<file path="src/sv/bcpe_pkg.sv">
// shared types, constants and polynomial coefficient tables of the charge estimator
package bcpe_pkg;

    localparam int ADC_W     = 12;
    localparam int GAIN_W    = 24;
    localparam int V_W       = 32;
    localparam int V_FRAC    = 28;
    localparam int V_SHIFT   = 4;
    localparam int PCT_W     = 7;
    localparam int MV_W      = 14;
    localparam int ACC_W     = 64;
    localparam int FRAC_BITS = 39;
    localparam int NCOEF     = 7;
    localparam int NSTEP     = NCOEF - 1;
    localparam int COEF_IDX_W = $clog2(NCOEF);
    // init stage, then abs / multiply / reduce / add for each horner step
    localparam int NSTG      = 1 + 4 * NSTEP;
    localparam int Q_DEPTH   = 4;

    localparam int APB_DW    = 32;
    localparam int APB_AW    = 3;
    localparam logic REG_GAIN = 1'b0;   // register index, byte address bit 2
    localparam logic [GAIN_W-1:0] GAIN_RESET = 24'd3460301;

    // 3.675f in q4.28
    localparam logic [V_W-1:0] V_THRESH = 32'd986500288;
    localparam logic [9:0] MV_SCALE  = 10'd1000;
    localparam logic [6:0] PCT_SCALE = 7'd100;
    localparam logic [FRAC_BITS:0] ONE_Q = (FRAC_BITS + 1)'(1) << FRAC_BITS;

    localparam logic [ACC_W-1:0] ACC_MAX = {1'b0, {(ACC_W-1){1'b1}}};
    localparam logic [ACC_W-1:0] ACC_MIN = {1'b1, {(ACC_W-1){1'b0}}};

    typedef struct packed {
        logic [V_W-1:0]  v;
        logic            sel;
        logic [MV_W-1:0] mv;
    } t_item;

    // decimal coefficients to q24.39, round half away from zero on the magnitude
    localparam logic [127:0] P9  = 128'd1000000000;
    localparam logic [127:0] P10 = 128'd10000000000;
    localparam logic [127:0] P11 = 128'd100000000000;
    localparam logic [127:0] P12 = 128'd1000000000000;
    localparam logic [127:0] P13 = 128'd10000000000000;
    localparam logic [127:0] P14 = 128'd100000000000000;

    localparam logic [127:0] LO_Q0 = ((128'd7654079395955621  << 40) + P14) / (P14 << 1);
    localparam logic [127:0] LO_Q1 = ((128'd15177707491201104 << 40) + P13) / (P13 << 1);
    localparam logic [127:0] LO_Q2 = ((128'd12529852043810739 << 40) + P12) / (P12 << 1);
    localparam logic [127:0] LO_Q3 = ((128'd5512114598520336  << 40) + P11) / (P11 << 1);
    localparam logic [127:0] LO_Q4 = ((128'd1362835582523768  << 40) + P10) / (P10 << 1);
    localparam logic [127:0] LO_Q5 = ((128'd17955385891177552 << 40) + P11) / (P11 << 1);
    localparam logic [127:0] LO_Q6 = ((128'd984825318346571   << 40) + P10) / (P10 << 1);

    localparam logic [127:0] HI_Q0 = ((128'd6483050941489363  << 40) + P13) / (P13 << 1);
    localparam logic [127:0] HI_Q1 = ((128'd1568335414488613  << 40) + P11) / (P11 << 1);
    localparam logic [127:0] HI_Q2 = ((128'd158018994634744   << 40) + P9)  / (P9 << 1);
    localparam logic [127:0] HI_Q3 = ((128'd848783248894731   << 40) + P9)  / (P9 << 1);
    localparam logic [127:0] HI_Q4 = ((128'd25634331126427907 << 40) + P10) / (P10 << 1);
    localparam logic [127:0] HI_Q5 = ((128'd4127225955897427  << 40) + P9)  / (P9 << 1);
    localparam logic [127:0] HI_Q6 = ((128'd27675354085456543 << 40) + P10) / (P10 << 1);

    // highest power first
    localparam logic [ACC_W-1:0] COEF_LO [NCOEF] = '{
        LO_Q0[ACC_W-1:0],
        ~LO_Q1[ACC_W-1:0] + 64'd1,
        LO_Q2[ACC_W-1:0],
        ~LO_Q3[ACC_W-1:0] + 64'd1,
        LO_Q4[ACC_W-1:0],
        ~LO_Q5[ACC_W-1:0] + 64'd1,
        LO_Q6[ACC_W-1:0]
    };

    localparam logic [ACC_W-1:0] COEF_HI [NCOEF] = '{
        ~HI_Q0[ACC_W-1:0] + 64'd1,
        HI_Q1[ACC_W-1:0],
        ~HI_Q2[ACC_W-1:0] + 64'd1,
        HI_Q3[ACC_W-1:0],
        ~HI_Q4[ACC_W-1:0] + 64'd1,
        HI_Q5[ACC_W-1:0],
        ~HI_Q6[ACC_W-1:0] + 64'd1
    };

    function automatic logic [ACC_W-1:0] coef_at(input logic sel,
                                                 input logic [COEF_IDX_W-1:0] idx);
        return sel ? COEF_HI[idx] : COEF_LO[idx];
    endfunction

endpackage

</file>
<file path="src/sv/bcpe_queue.sv">
// short item queue between front end and polynomial pipeline
module bcpe_queue #(
    parameter int DEPTH = bcpe_pkg::Q_DEPTH
) (
    input  logic            i_clk,
    input  logic            i_rst_n,
    input  logic            i_push,
    input  bcpe_pkg::t_item i_item,
    output logic            o_full,
    output logic            o_valid,
    output bcpe_pkg::t_item o_item,
    input  logic            i_pop
);
    import bcpe_pkg::*;

    localparam int PTR_W = (DEPTH > 1) ? $clog2(DEPTH) : 1;
    localparam int CNT_W = $clog2(DEPTH + 1);

    t_item              r_mem [DEPTH];
    logic [PTR_W-1:0]   r_wptr;
    logic [PTR_W-1:0]   r_rptr;
    logic [CNT_W-1:0]   r_cnt;

    logic do_push;
    logic do_pop;

    assign o_full  = (r_cnt == CNT_W'(DEPTH));
    assign o_valid = (r_cnt != '0);
    assign o_item  = r_mem[r_rptr];
    assign do_push = i_push && !o_full;
    assign do_pop  = i_pop && o_valid;

    always_ff @(posedge i_clk) begin
        if (!i_rst_n) begin
            r_wptr <= '0;
            r_rptr <= '0;
            r_cnt  <= '0;
        end else begin
            if (do_push) begin
                r_wptr <= (r_wptr == PTR_W'(DEPTH - 1)) ? '0 : r_wptr + 1'b1;
            end
            if (do_pop) begin
                r_rptr <= (r_rptr == PTR_W'(DEPTH - 1)) ? '0 : r_rptr + 1'b1;
            end
            if (do_push && !do_pop) begin
                r_cnt <= r_cnt + 1'b1;
            end else if (do_pop && !do_push) begin
                r_cnt <= r_cnt - 1'b1;
            end
        end
    end

    always_ff @(posedge i_clk) begin
        if (do_push) begin
            r_mem[r_wptr] <= i_item;
        end
    end

endmodule

</file>
<file path="config.mk">
export PLATFORM = sky130hd
export DESIGN_NAME = bcpe_queue
export DESIGN_NICKNAME = d
export VERILOG_FILES = /design/src/sv/bcpe_pkg.sv /design/src/sv/bcpe_queue.sv
export SDC_FILE = /design/constraint.sdc
export NUM_CORES = 1
export LEC_CHECK = 0
export ABC_AREA = 1
export BUFFER_PORTS_ARGS = -buffer_cell sky130_fd_sc_hd__buf_2
export CAP_MARGIN = 20
export CORE_UTILIZATION = 45
export DETAILED_ROUTE_END_ITERATION = 10
export SYNTH_ARGS = -nofsm -noshare
export SYNTH_HDL_FRONTEND = slang
export SYNTH_SLANG_ARGS = --single-unit
</file>
<file path="constraint.sdc">
create_clock -name i_clk -period 7.12 [get_ports i_clk]
set_clock_uncertainty 0.1 [all_clocks]
set_input_delay 0.356 -clock i_clk [delete_from_list [all_inputs] [get_ports i_clk]]
set_output_delay 0.356 -clock i_clk [all_outputs]
set_load 0.05 [all_outputs]
</file>
# Yosys cells after proc, flatten, opt, wreduce, memory -nomap -nowiden
# Memory sizes are Yosys's and may differ from the RTL's. A register that Yosys moved wholly into a read port is not among the register bits.
# Index checks and enable logic that the tools add are counted.
word_totals:
  elab_cells: 28
  memories: 1
  ram_bits: 188
  input_bits: 51
  regBits: 7
  out_inout_bits: 49
mem_list:
  columns: ["name", "depth", "width", "rd", "rd_ports_with_merged_regs", "write_ports", "line", "text"]
  rows:
  - ["r_mem", 4, 47, 1, 1, 1, "bcpe_queue.sv:19", "t_item r_mem [DEPTH];"]
op_classes:
  eq_ne: 3
  addsub: 4
  n_mux: 8
  reduce_logical: 9
ops:
  columns: ["op", "n"]
  rows:
  - ["2-to-1 mux 2 bit", 4]
  - ["2-to-1 mux 3 bit", 2]
  - ["adder 2 x 1 -> 2 bit, second input constant", 2]
  - ["== test 2 bit, second input constant", 2]
  - ["logical AND 1 bit", 4]
  - ["adder 3 x 1 -> 3 bit, second input constant", 1]
  - ["== test 3 bit, second input constant", 1]
  - ["zero test 1 bit", 3]
  - ["nonzero test 3 bit", 1]
  - ["subtractor 3 x 1 -> 3 bit, second input constant", 1]
  - ["2-to-1 mux 1 bit", 2]
  - ["nonzero test 2 bit", 1]

# Logic depth before layout (Yosys ltp)
depth:
  depth_word: 7
  depth_mapped: 13

# Worst setup path after synthesis
# Ideal clock, no wire load.
synth_timing:
  path_type: "register to register"
  from: "register r_cnt[1]"
  to: "memory r_mem[0][0] (netlist bit), enable pin"
  setup_ps: 452
  stages_incl_launch_ff: 5
  period_less_slack_ps: 3203
  t_required_ps: 6568
  path_slack_ps: 3917
  path_buffers: 0
  arrival_ps: 2651
  cell_sequence: "dfxtp_1 > nor2_1 > nand2_1 > nand2_1 > nor2_1"
synth_via:
  elab_chain_cells: 5
synth_lines:
  columns: ["element", "line", "text"]
  rows:
  - ["start, declared", "bcpe_queue.sv:22", "logic [CNT_W-1:0] r_cnt;"]
  - ["start signal, assigned", "bcpe_queue.sv:46", "r_cnt <= r_cnt + 1'b1;"]
  - ["start signal, assigned", "bcpe_queue.sv:48", "r_cnt <= r_cnt - 1'b1;"]
  - ["== test 3 bit", "bcpe_queue.sv:27", "assign o_full = (r_cnt == CNT_W'(DEPTH));"]
  - ["zero test 1 bit", "bcpe_queue.sv:30", "assign do_push = i_push && !o_full;"]
  - ["logical AND 1 bit", "bcpe_queue.sv:30", null]
  - ["2-to-1 mux 1 bit", "bcpe_queue.sv:54", "if (do_push) begin"]
  - ["2-to-1 mux 1 bit (implied by the code)", "bcpe_queue.sv:55", "r_mem[r_wptr] <= i_item;"]
  - ["end, declared", "bcpe_queue.sv:19", null]
# Every way passes these cells.

==> impl_metrics.prom <==
# TYPE chip_impl_metric gauge
chip_impl_metric{name="cts.repair_timing.setup_buffer_count",unit=""} 0
chip_impl_metric{name="power_switching",unit="W"} 0.00156
chip_impl_info{name="cts.root.buffer_cell",value="sky130_fd_sc_hd__clkbuf_16"} 1
chip_impl_metric{name="synthDistinctLibCells",unit=""} 24
chip_impl_info{name="tritoncts",value="built"} 1
chip_impl_metric{name="timing_hold_violations_final",unit=""} 0
chip_impl_metric{name="drv.max_cap_violation_count",unit=""} 0
chip_impl_metric{name="preCtsSetupSlack",unit="ns"} 3.83
chip_impl_metric{name="syn_area_per_cell",unit="um^2"} 15.0
chip_impl_metric{name="tritoncts_buffers",unit=""} 17
chip_impl_metric{name="die_y_extent",unit="um"} 134
chip_impl_metric{name="final_layout_size_suffix_gt1_share",unit="%"} 31.3
chip_impl_metric{name="total_leakage_power",unit="nW"} 3.13
chip_impl_metric{name="first_global_vias",unit=""} 4498
chip_impl_metric{name="final.period_utilization",unit="%"} 51.8
chip_impl_metric{name="route.detailed.vias_per_inst",unit=""} 5.24
chip_impl_metric{name="pwr-share-clk",unit="%"} 22.5
chip_impl_metric{name="drt-wirelength-per-cell",unit="um"} 18.0
chip_impl_metric{name="worst_path_largest_cell_delay",unit="ns"} 0.77
chip_impl_metric{name="worst_setup_hold_path_clk_slew",unit="ns"} 0.07
chip_impl_metric{name="cts_max_level",unit=""} 4
chip_impl_metric{name="detailed_place.area",unit="um^2"} 8490
chip_impl_metric{name="via_count",unit=""} 4473
chip_impl_metric{name="clock_sink_count",unit=""} 197
chip_impl_metric{name="postLayoutCoreUtil",unit="%"} 53.6
chip_impl_metric{name="crit_required",unit="ns"} 6.66
chip_impl_metric{name="ys_seq_elements",unit=""} 197
chip_impl_info{name="post-synth-top-count-cell",value="sky130_fd_sc_hd__edfxtp_1"} 1
chip_impl_metric{name="hold_buffers",unit=""} 0
chip_impl_metric{name="synth_async_sr_flop_share",unit="%"} 0
chip_impl_metric{name="arrival",unit="ns"} 3.23
chip_impl_metric{name="die_w",unit="um"} 134
chip_impl_metric{name="placementRows",unit=""} 47
chip_impl_metric{name="fin_nets",unit=""} 677
chip_impl_metric{name="synth-warning-count",unit=""} 0
chip_impl_metric{name="top_level_ports",unit=""} 100
chip_impl_metric{name="setup_viol_count_final",unit=""} 0
chip_impl_metric{name="slew_violations",unit=""} 0
chip_impl_metric{name="synth_area",unit="um^2"} 7870
chip_impl_metric{name="synth-seq-area-share",unit="%"} 74.0
chip_impl_metric{name="reg2regPathDepth",unit=""} 5
chip_impl_metric{name="worst_slew_pin_slew",unit="ns"} 1.01
chip_impl_info{name="crit_slowest_cell",value="sky130_fd_sc_hd__buf_4"} 1
chip_impl_metric{name="setup_slack",unit="ns"} 3.43
chip_impl_metric{name="critical_path_maximum_fanout",unit=""} 95
chip_impl_metric{name="area_delta_synth_final",unit="%"} 14.5
chip_impl_metric{name="combPwrFrac",unit="%"} 36.6
chip_impl_metric{name="relSlewSlack",unit="%"} 33.0
chip_impl_info{name="cell_family_with_most_cp_delay",value="buffers and inverters"} 1
chip_impl_info{name="criticalPathCategory",value="reg2out"} 1
chip_impl_info{name="synth.area.top_cells",value="sky130_fd_sc_hd__edfxtp_1 72%, sky130_fd_sc_hd__o21ai_0 5.3%, sky130_fd_sc_hd__o22ai_2 4.3%, sky130_fd_sc_hd__nor2_1 4.0%, sky130_fd_sc_hd__nor2_4 3.9%"} 1
chip_impl_metric{name="buffer_ports.inserted",unit=""} 99
chip_impl_metric{name="number_of_enable_type_register_cells_in_the_synthesized_netlist",unit=""} 188
chip_impl_metric{name="critPathBufInv",unit=""} 3
chip_impl_info{name="post-synth-top-area-cell",value="sky130_fd_sc_hd__edfxtp_1"} 1
chip_impl_info{name="startpoint_type",value="flop"} 1
chip_impl_metric{name="postRouteWirelength",unit="mm"} 15.4
chip_impl_metric{name="post-route-min-period",unit="ns"} 3.69
chip_impl_info{name="rsz0062_at_grt",value="false"} 1
chip_impl_metric{name="syn_nets",unit=""} 584
chip_impl_metric{name="clock_latency",unit="ns"} 0.42
chip_impl_info{name="hold_path_class",value="in2reg"} 1
chip_impl_metric{name="cts_max_path_buffers",unit=""} 2
chip_impl_metric{name="switching_share",unit="%"} 41.6
chip_impl_info{name="synth_common_cells",value="188 x sky130_fd_sc_hd__edfxtp_1, 84 x sky130_fd_sc_hd__nor2_1, 83 x sky130_fd_sc_hd__o21ai_0"} 1
chip_impl_metric{name="antenna_found_initial",unit=""} 1
chip_impl_metric{name="fin_setup_tns",unit="ns"} 0
chip_impl_info{name="crit_path_cell_chain",value="inv_4 -> buf_4 -> o21ai_0 -> o22ai_1 -> buf_2"} 1
chip_impl_metric{name="cell_internal_pwr",unit="W"} 0.00218
chip_impl_metric{name="synth.top_cell.area_share",unit="%"} 71.7
chip_impl_info{name="end_kind",value="output port"} 1
chip_impl_metric{name="wire_length_of_the_first_global_routing_pass",unit="mm"} 24.1
chip_impl_metric{name="grt_remaining_overflow",unit=""} 0
chip_impl_metric{name="maxClockFrequency",unit="MHz"} 271
chip_impl_metric{name="maximum_number_of_pins_on_one_net_before_global_route_repair",unit=""} 96
chip_impl_metric{name="cp_num_cells",unit=""} 5
chip_impl_info{name="status",value="completed"} 1
chip_impl_metric{name="drtAntennaViolNets",unit=""} 0
chip_impl_metric{name="finalHoldWorstSlack",unit="ns"} 0.0456
chip_impl_metric{name="dpl.hpwl",unit="mm"} 8.58
chip_impl_info{name="yosys_most_used_dff",value="sky130_fd_sc_hd__edfxtp_1"} 1
chip_impl_metric{name="gp_congestion",unit=""} 0.750
chip_impl_metric{name="cts-resized-gates",unit=""} 0
chip_impl_metric{name="drc",unit=""} 0
chip_impl_metric{name="die-area",unit="um^2"} 18000
chip_impl_metric{name="first_iter_violations",unit=""} 342
chip_impl_metric{name="hold_path_depth",unit=""} 1
chip_impl_metric{name="grt_util_all_layers",unit="%"} 18.1
chip_impl_metric{name="postLayoutCellArea",unit="um^2"} 9010
chip_impl_metric{name="pwr-share-seq",unit="%"} 40.9
chip_impl_metric{name="number_of_iterations_in_the_first_detailed_routing_pass",unit=""} 4
chip_impl_metric{name="power.density",unit="nW/um^2"} 415
chip_impl_metric{name="core_region_area",unit="um^2"} 16800
chip_impl_metric{name="initial_cell_density_of_the_core",unit="%"} 46.8
chip_impl_metric{name="irDropWorstVdd",unit="uV"} 230
chip_impl_metric{name="synthCells",unit=""} 526
stage by stage:
stage	std cells	total power (W)
detailed placement	820	0.00294
CTS	852	0.00378
global placement	820	0.00291
floorplan	526	0.00263
global route	852	0.00392
finish	853	0.00374
kinds of logic after synthesis:
kind of cell	Yosys count	synth area share, %
compound gates	145	12.3
fa+ha+maj	7	1.21
buf+inv	48	3.72
flops	197	74.0
simple gates	129	8.82
cells in the final DEF (no fill, tap or decap), types with 3 or more instances in the layout:
cell / n
sky130_fd_sc_hd__buf_2: 99
sky130_fd_sc_hd__buf_4: 5
sky130_fd_sc_hd__clkbuf_1: 3
sky130_fd_sc_hd__clkbuf_16: 17
sky130_fd_sc_hd__clkinv_2: 5
sky130_fd_sc_hd__clkinv_4: 3
sky130_fd_sc_hd__clkinvlp_4: 3
sky130_fd_sc_hd__dfxtp_1: 7
sky130_fd_sc_hd__edfxtp_1: 188
sky130_fd_sc_hd__ha_1: 6
sky130_fd_sc_hd__inv_1: 16
sky130_fd_sc_hd__nand2_1: 15
sky130_fd_sc_hd__nor2_1: 80
sky130_fd_sc_hd__nor2_4: 31
sky130_fd_sc_hd__o21ai_0: 83
sky130_fd_sc_hd__o21ai_1: 10
sky130_fd_sc_hd__o21ai_2: 3
sky130_fd_sc_hd__o22ai_1: 20
sky130_fd_sc_hd__o22ai_2: 27
cell type report:
class | count | area [um^2]
timing repair buffer | 104 | 533
antenna | 1 | 2.50
tap | 220 | 275
inverter | 18 | 70.1
clock inverter | 12 | 82.6
clock buffer | 20 | 437
sequential | 197 | 5830
multi-input combinational | 281 | 1780
fill | 1400 | 7800
worst paths after layout:
path | start | end | slack [ns]
hold reg to reg | r_cnt[0] | r_cnt[0] | 0.41
setup reg to reg | r_cnt[1] | r_mem[0][8] | 4.67
hold / removal | i_item[23] | r_mem[3][23] | 0.05
setup / recovery | flop | o_item[11] | 3.43
registers in the layout, summed over array words and instances, names as in the netlist, named ones only:
| name | flops |
|---|---|
| r_mem | 188 |
| r_cnt | 3 |
| r_rptr | 2 |
| r_wptr | 2 |
power groups by stage:
stage / clock network (W) / logic [W] / registers (W)
after CTS: 0.000859 / 0.00138 / 0.00153
after detailed placement: 0 / 0.00138 / 0.00156
final: 0.000842 / 0.00137 / 0.00153
after global routing: 0.000905 / 0.00147 / 0.00155
after floorplan: 0 / 0.00116 / 0.00148
after global placement: 0 / 0.00136 / 0.00155
per-layer routing:
layer  global-route usage, %  up-vias  wire (um)
li1                        -     2130          -
met5                       0        -          0
met4                    7.37        0        292
met2                    30.3       92       7680
met3                    4.35       20        627
met1                    22.5     2231       6800
worst reg2reg max path, cell delays in order, from the launching register on:
cell and delay (ns):
sky130_fd_sc_hd__dfxtp_1 0.39, sky130_fd_sc_hd__nor2_1 0.09, sky130_fd_sc_hd__nand2_1 0.12, sky130_fd_sc_hd__nand2_1 0.29, sky130_fd_sc_hd__nor2_4 0.55, sky130_fd_sc_hd__buf_4 0.54
No activity file was read; power rests on OpenSTA's default activity.
