## config.mk

```make
export PLATFORM = sky130hd
export DESIGN_NAME = bcpe_front
export DESIGN_NICKNAME = d
export VERILOG_FILES = /design/src/sv/bcpe_pkg.sv /design/src/sv/bcpe_front.sv
export SDC_FILE = /design/constraint.sdc
export NUM_CORES = 1
export LEC_CHECK = 0
export ABC_AREA = 0
export BUFFER_PORTS_ARGS = -buffer_cell sky130_fd_sc_hd__clkbuf_2
export CAP_MARGIN = 20
export CELL_PAD_IN_SITES_DETAIL_PLACEMENT = 1
export CELL_PAD_IN_SITES_GLOBAL_PLACEMENT = 1
export CORE_MARGIN = 4
export CORE_UTILIZATION = 27
export DETAILED_ROUTE_END_ITERATION = 8
export GPL_ROUTABILITY_DRIVEN = 0
export MAX_ROUTING_LAYER = met4
export PLACE_DENSITY = 0.57
export SYNTH_ARGS = -nofsm -noshare
export SYNTH_HDL_FRONTEND = slang
export SYNTH_SLANG_ARGS = --single-unit
```

## constraint.sdc

```tcl
create_clock -name i_clk -period 6.9 [get_ports i_clk]
set_input_delay 2.07 -clock i_clk [delete_from_list [all_inputs] [get_ports i_clk]]
set_output_delay 2.07 -clock i_clk [all_outputs]
set_load 0.05 [all_outputs]
```

## src/sv/bcpe_pkg.sv

```systemverilog
// shared types, constants and polynomial coefficient tables of the charge estimator
package bcpe_pkg;

    localparam int ADC_W     = 12;
    localparam int GAIN_W    = 24;
    localparam int V_W       = 32;
    localparam int V_FRAC    = 28;
    localparam int V_SHIFT   = 4;
    localparam int PCT_W     = 7;
    localparam int MV_W      = 14;
    localparam int ACC_W     = 64;
    localparam int FRAC_BITS = 39;
    localparam int NCOEF     = 7;
    localparam int NSTEP     = NCOEF - 1;
    localparam int COEF_IDX_W = $clog2(NCOEF);
    // init stage, then abs / multiply / reduce / add for each horner step
    localparam int NSTG      = 1 + 4 * NSTEP;
    localparam int Q_DEPTH   = 4;

    localparam int APB_DW    = 32;
    localparam int APB_AW    = 3;
    localparam logic REG_GAIN = 1'b0;   // register index, byte address bit 2
    localparam logic [GAIN_W-1:0] GAIN_RESET = 24'd3460301;

    // 3.675f in q4.28
    localparam logic [V_W-1:0] V_THRESH = 32'd986500288;
    localparam logic [9:0] MV_SCALE  = 10'd1000;
    localparam logic [6:0] PCT_SCALE = 7'd100;
    localparam logic [FRAC_BITS:0] ONE_Q = (FRAC_BITS + 1)'(1) << FRAC_BITS;

    localparam logic [ACC_W-1:0] ACC_MAX = {1'b0, {(ACC_W-1){1'b1}}};
    localparam logic [ACC_W-1:0] ACC_MIN = {1'b1, {(ACC_W-1){1'b0}}};

    typedef struct packed {
        logic [V_W-1:0]  v;
        logic            sel;
        logic [MV_W-1:0] mv;
    } t_item;

    // decimal coefficients to q24.39, round half away from zero on the magnitude
    localparam logic [127:0] P9  = 128'd1000000000;
    localparam logic [127:0] P10 = 128'd10000000000;
    localparam logic [127:0] P11 = 128'd100000000000;
    localparam logic [127:0] P12 = 128'd1000000000000;
    localparam logic [127:0] P13 = 128'd10000000000000;
    localparam logic [127:0] P14 = 128'd100000000000000;

    localparam logic [127:0] LO_Q0 = ((128'd7654079395955621  << 40) + P14) / (P14 << 1);
    localparam logic [127:0] LO_Q1 = ((128'd15177707491201104 << 40) + P13) / (P13 << 1);
    localparam logic [127:0] LO_Q2 = ((128'd12529852043810739 << 40) + P12) / (P12 << 1);
    localparam logic [127:0] LO_Q3 = ((128'd5512114598520336  << 40) + P11) / (P11 << 1);
    localparam logic [127:0] LO_Q4 = ((128'd1362835582523768  << 40) + P10) / (P10 << 1);
    localparam logic [127:0] LO_Q5 = ((128'd17955385891177552 << 40) + P11) / (P11 << 1);
    localparam logic [127:0] LO_Q6 = ((128'd984825318346571   << 40) + P10) / (P10 << 1);

    localparam logic [127:0] HI_Q0 = ((128'd6483050941489363  << 40) + P13) / (P13 << 1);
    localparam logic [127:0] HI_Q1 = ((128'd1568335414488613  << 40) + P11) / (P11 << 1);
    localparam logic [127:0] HI_Q2 = ((128'd158018994634744   << 40) + P9)  / (P9 << 1);
    localparam logic [127:0] HI_Q3 = ((128'd848783248894731   << 40) + P9)  / (P9 << 1);
    localparam logic [127:0] HI_Q4 = ((128'd25634331126427907 << 40) + P10) / (P10 << 1);
    localparam logic [127:0] HI_Q5 = ((128'd4127225955897427  << 40) + P9)  / (P9 << 1);
    localparam logic [127:0] HI_Q6 = ((128'd27675354085456543 << 40) + P10) / (P10 << 1);

    // highest power first
    localparam logic [ACC_W-1:0] COEF_LO [NCOEF] = '{
        LO_Q0[ACC_W-1:0],
        ~LO_Q1[ACC_W-1:0] + 64'd1,
        LO_Q2[ACC_W-1:0],
        ~LO_Q3[ACC_W-1:0] + 64'd1,
        LO_Q4[ACC_W-1:0],
        ~LO_Q5[ACC_W-1:0] + 64'd1,
        LO_Q6[ACC_W-1:0]
    };

    localparam logic [ACC_W-1:0] COEF_HI [NCOEF] = '{
        ~HI_Q0[ACC_W-1:0] + 64'd1,
        HI_Q1[ACC_W-1:0],
        ~HI_Q2[ACC_W-1:0] + 64'd1,
        HI_Q3[ACC_W-1:0],
        ~HI_Q4[ACC_W-1:0] + 64'd1,
        HI_Q5[ACC_W-1:0],
        ~HI_Q6[ACC_W-1:0] + 64'd1
    };

    function automatic logic [ACC_W-1:0] coef_at(input logic sel,
                                                 input logic [COEF_IDX_W-1:0] idx);
        return sel ? COEF_HI[idx] : COEF_LO[idx];
    endfunction

endpackage

```

## src/sv/bcpe_front.sv

```systemverilog
// front end: voltage scaling, range select and millivolt conversion
module bcpe_front (
    input  logic                        i_clk,
    input  logic                        i_rst_n,
    input  logic                        i_push,
    output logic                        o_full,
    input  logic [bcpe_pkg::ADC_W-1:0]  i_adc_sample,
    input  logic [bcpe_pkg::GAIN_W-1:0] i_gain,
    output logic                        o_valid,
    output bcpe_pkg::t_item             o_item,
    input  logic                        i_q_full
);
    import bcpe_pkg::*;

    localparam int PROD_W = ADC_W + GAIN_W;
    localparam int MVP_W  = V_W + 10;

    logic               r_vld1;
    logic [V_W-1:0]     r_v1;
    logic               r_vld2;
    t_item              r_item2;

    logic               s1_ready;
    logic               s2_ready;
    logic [PROD_W-1:0]  v_prod;
    logic [MVP_W-1:0]   mv_prod;

    assign s2_ready = !r_vld2 || !i_q_full;
    assign s1_ready = !r_vld1 || s2_ready;
    assign o_full   = !s1_ready;
    assign o_valid  = r_vld2;
    assign o_item   = r_item2;

    // q0.32 gain times count, q4.28 after the shift
    assign v_prod  = PROD_W'(i_adc_sample) * PROD_W'(i_gain);
    // below 16000 for any 32-bit voltage, so the top bits never overflow
    assign mv_prod = MVP_W'(r_v1) * MVP_W'(MV_SCALE);

    always_ff @(posedge i_clk) begin
        if (!i_rst_n) begin
            r_vld1 <= 1'b0;
            r_vld2 <= 1'b0;
        end else begin
            if (s1_ready) begin
                r_vld1 <= i_push;
            end
            if (s2_ready) begin
                r_vld2 <= r_vld1;
            end
        end
    end

    always_ff @(posedge i_clk) begin
        if (s1_ready && i_push) begin
            r_v1 <= v_prod[V_SHIFT +: V_W];
        end
        if (s2_ready && r_vld1) begin
            r_item2.v   <= r_v1;
            r_item2.sel <= (r_v1 > V_THRESH);
            r_item2.mv  <= mv_prod[V_FRAC +: MV_W];
        end
    end

endmodule

```

== After elaboration in Yosys (flattened, before gate mapping) ==
Cells that the tools add are included.
Cells by class
  $add $sub $neg: 0
  $mul: 2
  div/mod/pow operators: 0
  magnitude comparators: 1
  eq/ne operators: 0
  shift operators: 0
  multiplexer cells: 0
  bitwise logic cells: 0
  reductions and logical operators: 8
Operator list (count)
  32-bit by 7-bit multiplier with 39-bit output, second input constant: 1
  12-bit by 24-bit multiplier with 36-bit output: 1
  32-bit by 30-bit > comparator with 1-bit output, second input constant: 1
  1-bit zero test: 4
  1-bit logical AND: 2
  1-bit logical OR: 2
Word-level totals
  register bits: 81
  bits in latches: 0
  RAM bits: 0
  ROM bits: 0
  input port bits: 40
  memories kept: 0

== Depth between registers and ports, before layout ==
Gate-level depths: netlist of the first run.
  word-level depth: 4
  mapped depth: 21
  mapped depth without buffers: 20

== Worst setup path after synthesis of the first run ==
OpenSTA, ideal clock, no wires.
  kind: input-to-reg
  from: in i_adc_sample[6] (netlist name)
  to: reg r_v1[24], data pin
  arrival: 6646 ps
  required time: 6641 ps
  slack: -5 ps
  cell stages on the path: 19
  buffers on the path: 1
  cell sequence: clkbuf_1 -> nand2_1 -> fa_1 -> inv_1 -> fa_1 -> fa_1 -> fa_1 -> inv_1 -> fa_1 -> inv_1 -> ha_1 -> and4_4 -> nand4_1 -> a21o_1 -> and3_4 -> o31a_1 -> o21ai_1 -> a21oi_1 -> xnor2_1
Between the ends
  longest elaborated chain between the ends: 1
Ends and longest elaborated chain
  start: declaration: RTL line bcpe_front.sv:7  | input logic [bcpe_pkg::ADC_W-1:0] i_adc_sample,
  12-bit by 24-bit multiplier with 36-bit output: RTL line bcpe_front.sv:35  | assign v_prod = PROD_W'(i_adc_sample) * PROD_W'(i_gain);
  named net v_prod[28]: RTL line bcpe_front.sv:25  | logic [PROD_W-1:0] v_prod;
  end signal: assignment: RTL line bcpe_front.sv:55  | r_v1 <= v_prod[V_SHIFT +: V_W];
  end: declaration: RTL line bcpe_front.sv:19  | logic [V_W-1:0] r_v1;
The timed path passes the listed nets, and every way through them passes these cells.
A chain may end at the register's enable or synchronous reset.

== Final worst setup path of the first run ==
  from: in i_gain[14] (netlist name)
  to: reg r_v1[31], data pin
Between the ends
  longest elaborated chain between the ends: 1
Ends and longest elaborated chain
  start: declaration: RTL line bcpe_front.sv:8  | input logic [bcpe_pkg::GAIN_W-1:0] i_gain,
  12-bit by 24-bit multiplier with 36-bit output: RTL line bcpe_front.sv:35
  named net v_prod[35]: RTL line bcpe_front.sv:25
The timed path passes the listed nets, and every way through them passes these cells.

==> flow_summary.yaml, run 1 <==
clock_tree:
  clockRootBuffer: "clkbuf_16"
  clk_latency_ns: 0.37
  holdBufCountCts: 0
  cts_sinks: 81
  path_clk_slew_ns: 0.07
  cts_tree: "done"
  cts.htree.levels: 3
  numCtsBuffers: 9
  clk_path_buf_depth: 2
yosys:
  synth_mux_area_frac: 0.000691
  yosysSeqAreaShare: 0.148
  syn_area_sq_um: 16300
  syn_inst: 1647
  synth_edf_count: 79
  async_reset_ff_frac: 0
  synthSimpleGateAreaFrac: 0.122
  synth_xor_area_frac: 0.0210
  synth-main-ff-cell: "edfxtp_1"
  ys_types: 58
  synth_top_family_by_area: "adder cells"
  synth_fa_ha_area_frac: 0.541
  ys_warn_count: 0
  syn-num-nets: 2190
  synth-compound-area-share: 0.0683
  avgSynthCellArea_sq_um: 9.89
  synth-seq-cells: 81
placed_design:
  placed_cells: 2606
  portBuffers: 88
  hpwl_um: 36900
routing:
  num_vias: 11600
  dr.pass1.iters: 4
  drcViolationCount: 0
  avgRoutedWirePerCell_um: 15.8
  viasPerCell: 4.40
  postRouteAntennaNets: 0
  totalWireLength_um: 41500
  dr.first_iter.drc_count: 315
floorplan:
  initial_core_util: 0.275
  io_pins: 89
  rows: 89
  dieWidth_um: 254
  coreArea_sq_um: 59400
  die_area_sq_um: 64300
  dieHeight_um: 254
global_routing:
  first_global_vias: 13400
  grt_max_degree: 48
  gr-usage-all-layers: 0.139
  antenna_found_initial: 0
  grt_pass1_wl_um: 70000
  overflow: 0
timing:
  skew_ns: 0.00776
  period_minus_slack_ns: 6.75
  setup_viol: 0
  final-max-slew-violation-count: 0
  max_freq_mhz: 148
  period_share: 0.978
  holdWs_ns: 0.531
  finalSetupTns_ns: 0
  hold_viol_final: 0
  max_slew_margin: 0.568
  tightest_slew_ns: 0.647
worst_hold_path:
  hold_path_class: "flop to flop"
final_layout:
  layout-drive-gt1-share: 0.159
  final_cells: 2623
  n_antenna_cell: 0
  syn_to_final_growth_pct: 17.8
  final.fill_count: 6791
  finalNetCount: 2388
setup_path:
  cp-end-kind: "flop"
  start_kind: "primary input"
  crit_path_max_fanout: 10
  required_ns: 7.01
  arrival_ns: 6.86
  criticalPathCategory: "primary input to flop"
flow_run:
  cap_violations: 0
outcome:
  status: "finished clean"
synthesized netlist by cell type, types with 5 or more instances:
master	instances	area [sq um]
xor2_1	16	140
nand4_1	16	100
inv_1	370	1390
ha_1	166	2080
o21ai_0	15	75.1
and2_1	77	482
nand3_1	12	60.1
edfxtp_1	79	2370
a31oi_1	5	31.3
a211oi_1	7	52.6
nand2_1	247	927
and3_1	7	43.8
a21o_1	31	233
xnor2_1	23	201
fa_1	337	6750
clkbuf_1	51	191
nor3_1	10	50.1
o21a_1	8	60.1
a21oi_1	51	255
o21ai_1	13	65.1
nor2_1	37	139
worst paths after layout:
kind,to,cells past startpoint,slack [ns],start
setup / recovery,r_v1[31]$_DFFE_PP_,20,0.15,i_gain[14]
hold / removal,o_valid$_SDFFE_PN0P_,2,0.53,r_vld1$_SDFFE_PN0N_
setup reg to reg,o_item[10]$_DFFE_PP_,17,1.68,r_v1[8]$_DFFE_PP_
hold reg to reg,o_valid$_SDFFE_PN0P_,2,0.53,r_vld1$_SDFFE_PN0N_
state kept, by name, indices dropped and copies added (netlist names):
register	flops
o_item	47
r_v1	32
r_vld1	1
o_valid	1
area by class of cell:
class / instances / area [sq um] / share of cell area
repair buffers: 240 / 1740 / 0.0904
multi-input cells: 1143 / 12400 / 0.646
flip-flops and latches: 81 / 2410 / 0.126
inverters: 370 / 1390 / 0.0723
well taps: 773 / 967 / 0.0504
clock inverters: 7 / 60.1 / 0.00313
clock buffers: 9 / 225 / 0.0117
per-stage QoR:
stage,instance area (sq um),setup WS (ns),utilization
2_1_floorplan,16300,0.00182,-
3_3_place_gp,18700,-0.428,0.316
6_report,19200,0.154,0.324
4_1_cts,19000,0.00616,0.321
3_5_place_dp,18700,-0.489,0.316
5_1_grt,19200,-0.0383,0.324
critical path, stage by stage:
cell	delay, ns
buf_2	0.24
nand2_1	0.12
fa_1	0.52
fa_1	0.52
inv_1	0.05
fa_1	0.49
fa_1	0.53
inv_1	0.06
fa_1	0.47
inv_1	0.04
ha_1	0.32
buf_4	0.18
nand2_1	0.06
o21ai_1	0.07
a211o_1	0.33
a211oi_2	0.26
a21oi_2	0.12
o21ai_2	0.16
o211ai_1	0.11
xnor2_1	0.15
routing by layer:
layer	share of wire	global-route usage	up-vias
met2	0.49	0.234	120
met3	0.016	0.00982	48
li1	-	-	5471
met5	0	-	-
met1	0.48	0.183	5915
met4	0.020	0.0365	0
cell usage in the layout (no fill, tap or decap), drive strengths merged, types with 23 or more instances in the layout:
cell type / Yosys / final
inv: 370 / 374
fa: 337 / 337
nand2: 247 / 247
ha: 166 / 166
buf: 2 / 159
clkbuf: 51 / 90
edfxtp: 79 / 79
and2: 78 / 78
a21oi: 53 / 53
nor2: 38 / 38
a21o: 32 / 32
o21ai: 29 / 29
xnor2: 23 / 23
cell families after synthesis:
| kind of cell | after synthesis |
|---|---|
| flops | 81 |
| buf+inv | 423 |
| compound gates | 169 |
| fa+ha+maj | 503 |
| mux | 1 |
| xor+xnor | 39 |
| simple gates | 431 |
timing repair:
item                                    in CTS  in global routing
pin swaps                                    0                 14
endpoints found under the setup margin       3                 11
gates resized for setup                      3                 53
setup buffers                                0                  1
Power of run 1 is not shown: default switching activity piles up to over one toggle a cycle in this logic, so the estimate is an artifact.
==> run 2: changes to the inputs <==
--- a/config.mk
+++ b/config.mk
@@ -15,7 +15,8 @@
 export DETAILED_ROUTE_END_ITERATION = 8
 export GPL_ROUTABILITY_DRIVEN = 0
 export MAX_ROUTING_LAYER = met4
-export PLACE_DENSITY = 0.57
+export PLACE_DENSITY_LB_ADDON = 0.12
+export SETUP_SLACK_MARGIN = 0.4
 export SYNTH_ARGS = -nofsm -noshare
 export SYNTH_HDL_FRONTEND = slang
 export SYNTH_SLANG_ARGS = --single-unit
==> flow_summary.yaml, run 2 (synthesis results as in run 1) <==
placed_design:
  hpwl_um: 37000
  portBuffers: 88
  preCtsSetupSlack_ns: -0.364
clock_tree:
  path_clk_slew_ns: 0.06
  clk_path_buf_depth: 2
  clockRootBuffer: "clkbuf_16"
  clk_latency_ns: 0.35
  cts.htree.levels: 3
  cts_tree: "done"
  cts_sinks: 81
  numCtsBuffers: 9
timing:
  hold_viol_final: 0
  skew_ns: 0.00812
  final-max-slew-violation-count: 0
  period_minus_slack_ns: 6.64
  tightest_slew_ns: 0.861
  fin_ws_ns: 0.259
  holdWs_ns: 0.521
  finalSetupTns_ns: 0
  max_slew_margin: 0.425
  period_share: 0.962
  rsz0062_at_grt: "true"
  setup_viol: 0
  max_freq_mhz: 151
setup_path:
  rrSetupSlack_ns: 1.82
  r2r_start: "r_v1[3]$_DFFE_PP_"
  cp-end-kind: "flop"
  required_ns: 7.00
  start_kind: "primary input"
  crit_path_max_fanout: 8
  reg2reg_to: "o_item[10]$_DFFE_PP_"
  r2r_cells: 15
  arrival_ns: 6.75
  criticalPathCategory: "primary input to flop"
floorplan:
  rows: 89
  dieWidth_um: 254
  coreArea_sq_um: 59400
  initial_core_util: 0.275
  die_area_sq_um: 64300
  io_pins: 89
  dieHeight_um: 254
worst_hold_path:
  min_from: "r_vld1$_SDFFE_PN0N_"
  hold_path_class: "flop to flop"
  hold_end: "o_valid$_SDFFE_PN0P_"
  min_path_cells: 2
routing:
  num_vias: 11400
  dr.first_iter.drc_count: 214
  postRouteAntennaNets: 0
  viasPerCell: 4.33
  totalWireLength_um: 43800
  dr.pass1.iters: 6
  drcViolationCount: 0
  avgRoutedWirePerCell_um: 16.6
outcome:
  status: "finished clean"
global_routing:
  grt_pass1_wl_um: 72500
  gr-usage-all-layers: 0.145
  overflow: 0
  antenna_found_initial: 0
  grt_max_degree: 48
  first_global_vias: 13300
final_layout:
  fin_util: 0.336
  final_cell_mix: "inv_1, fa_1, nand2_1, ha_1, buf_4"
  final_common_cell: "inv_1"
  finalNetCount: 2406
  layout-drive-gt1-share: 0.206
  largest_reg_flops: 47
  syn_to_final_growth_pct: 22.5
flow_run:
  cap_violations: 0
run 2: changes by cell type in the layout (fill, tap and decap cells not counted), sizes merged:
cell,delta
clkinvlp,-1
clkinv,+3
diode,+1
inv,-3
buf,+14
bufinv,+1
clkbuf,+4
run 2: worst max-delay path by stage:
stage	startpoint	to	slack, ns
floorplan	i_gain[6]	r_v1[24]$_DFFE_PP_	0.25
global placement	i_adc_sample[7]	r_v1[30]$_DFFE_PP_	-0.35
detailed placement	i_adc_sample[7]	r_v1[30]$_DFFE_PP_	-0.36
CTS	i_adc_sample[6]	r_v1[30]$_DFFE_PP_	0.21
global route	i_adc_sample[6]	r_v1[27]$_DFFE_PP_	0.08
finish	i_gain[13]	r_v1[28]$_DFFE_PP_	0.26
run 2: through the flow:
stage / instances / cell area, sq um
CTS: 2633 / 19700
finish: 2642 / 20000
global placement: 2595 / 18900
global route: 2641 / 20000
floorplan: 1647 / 16700
detailed placement: 2595 / 18900
run 2: per-layer routing:
metal  global-route usage  wire [um]
met3               0.0101        779
met1                0.198      21000
met4               0.0309        868
met2                0.240      21200
met5                    -          0
run 2: final cells by class:
class / instances / area (sq um)
timing repair buffer: 258 / 2100
clock buffer: 9 / 225
fill: 6717 / 39400
sequential: 81 / 2410
tap: 773 / 967
inverter: 370 / 1390
multi-input combinational: 1143 / 12800
antenna: 1 / 2.50
clock inverter: 7 / 70.1
run 2: critical path: stages:
cell      delay [ns]
clkbuf_4        0.19
buf_4           0.16
and2_1          0.15
fa_1            0.57
fa_1            0.44
fa_1            0.51
fa_1            0.50
inv_1           0.05
fa_1            0.49
inv_1           0.05
ha_1            0.30
buf_4           0.15
a21oi_1         0.11
nor2_1          0.07
o41a_1          0.35
o21ai_2         0.18
buf_4           0.14
a21boi_2        0.05
o21ai_1         0.14
a21oi_1         0.09
run 2: repair_timing:
| item | in CTS | in global routing |
|---|---|---|
| pin swaps | 25 | 38 |
| cloned | 5 | 2 |
| hold buffers | 0 | 0 |
| buffers inserted | 17 | 6 |
| gates resized for setup | 73 | 42 |
| setup endpoints to repair | 18 | 21 |
Power of run 2 is left out for the same reason.
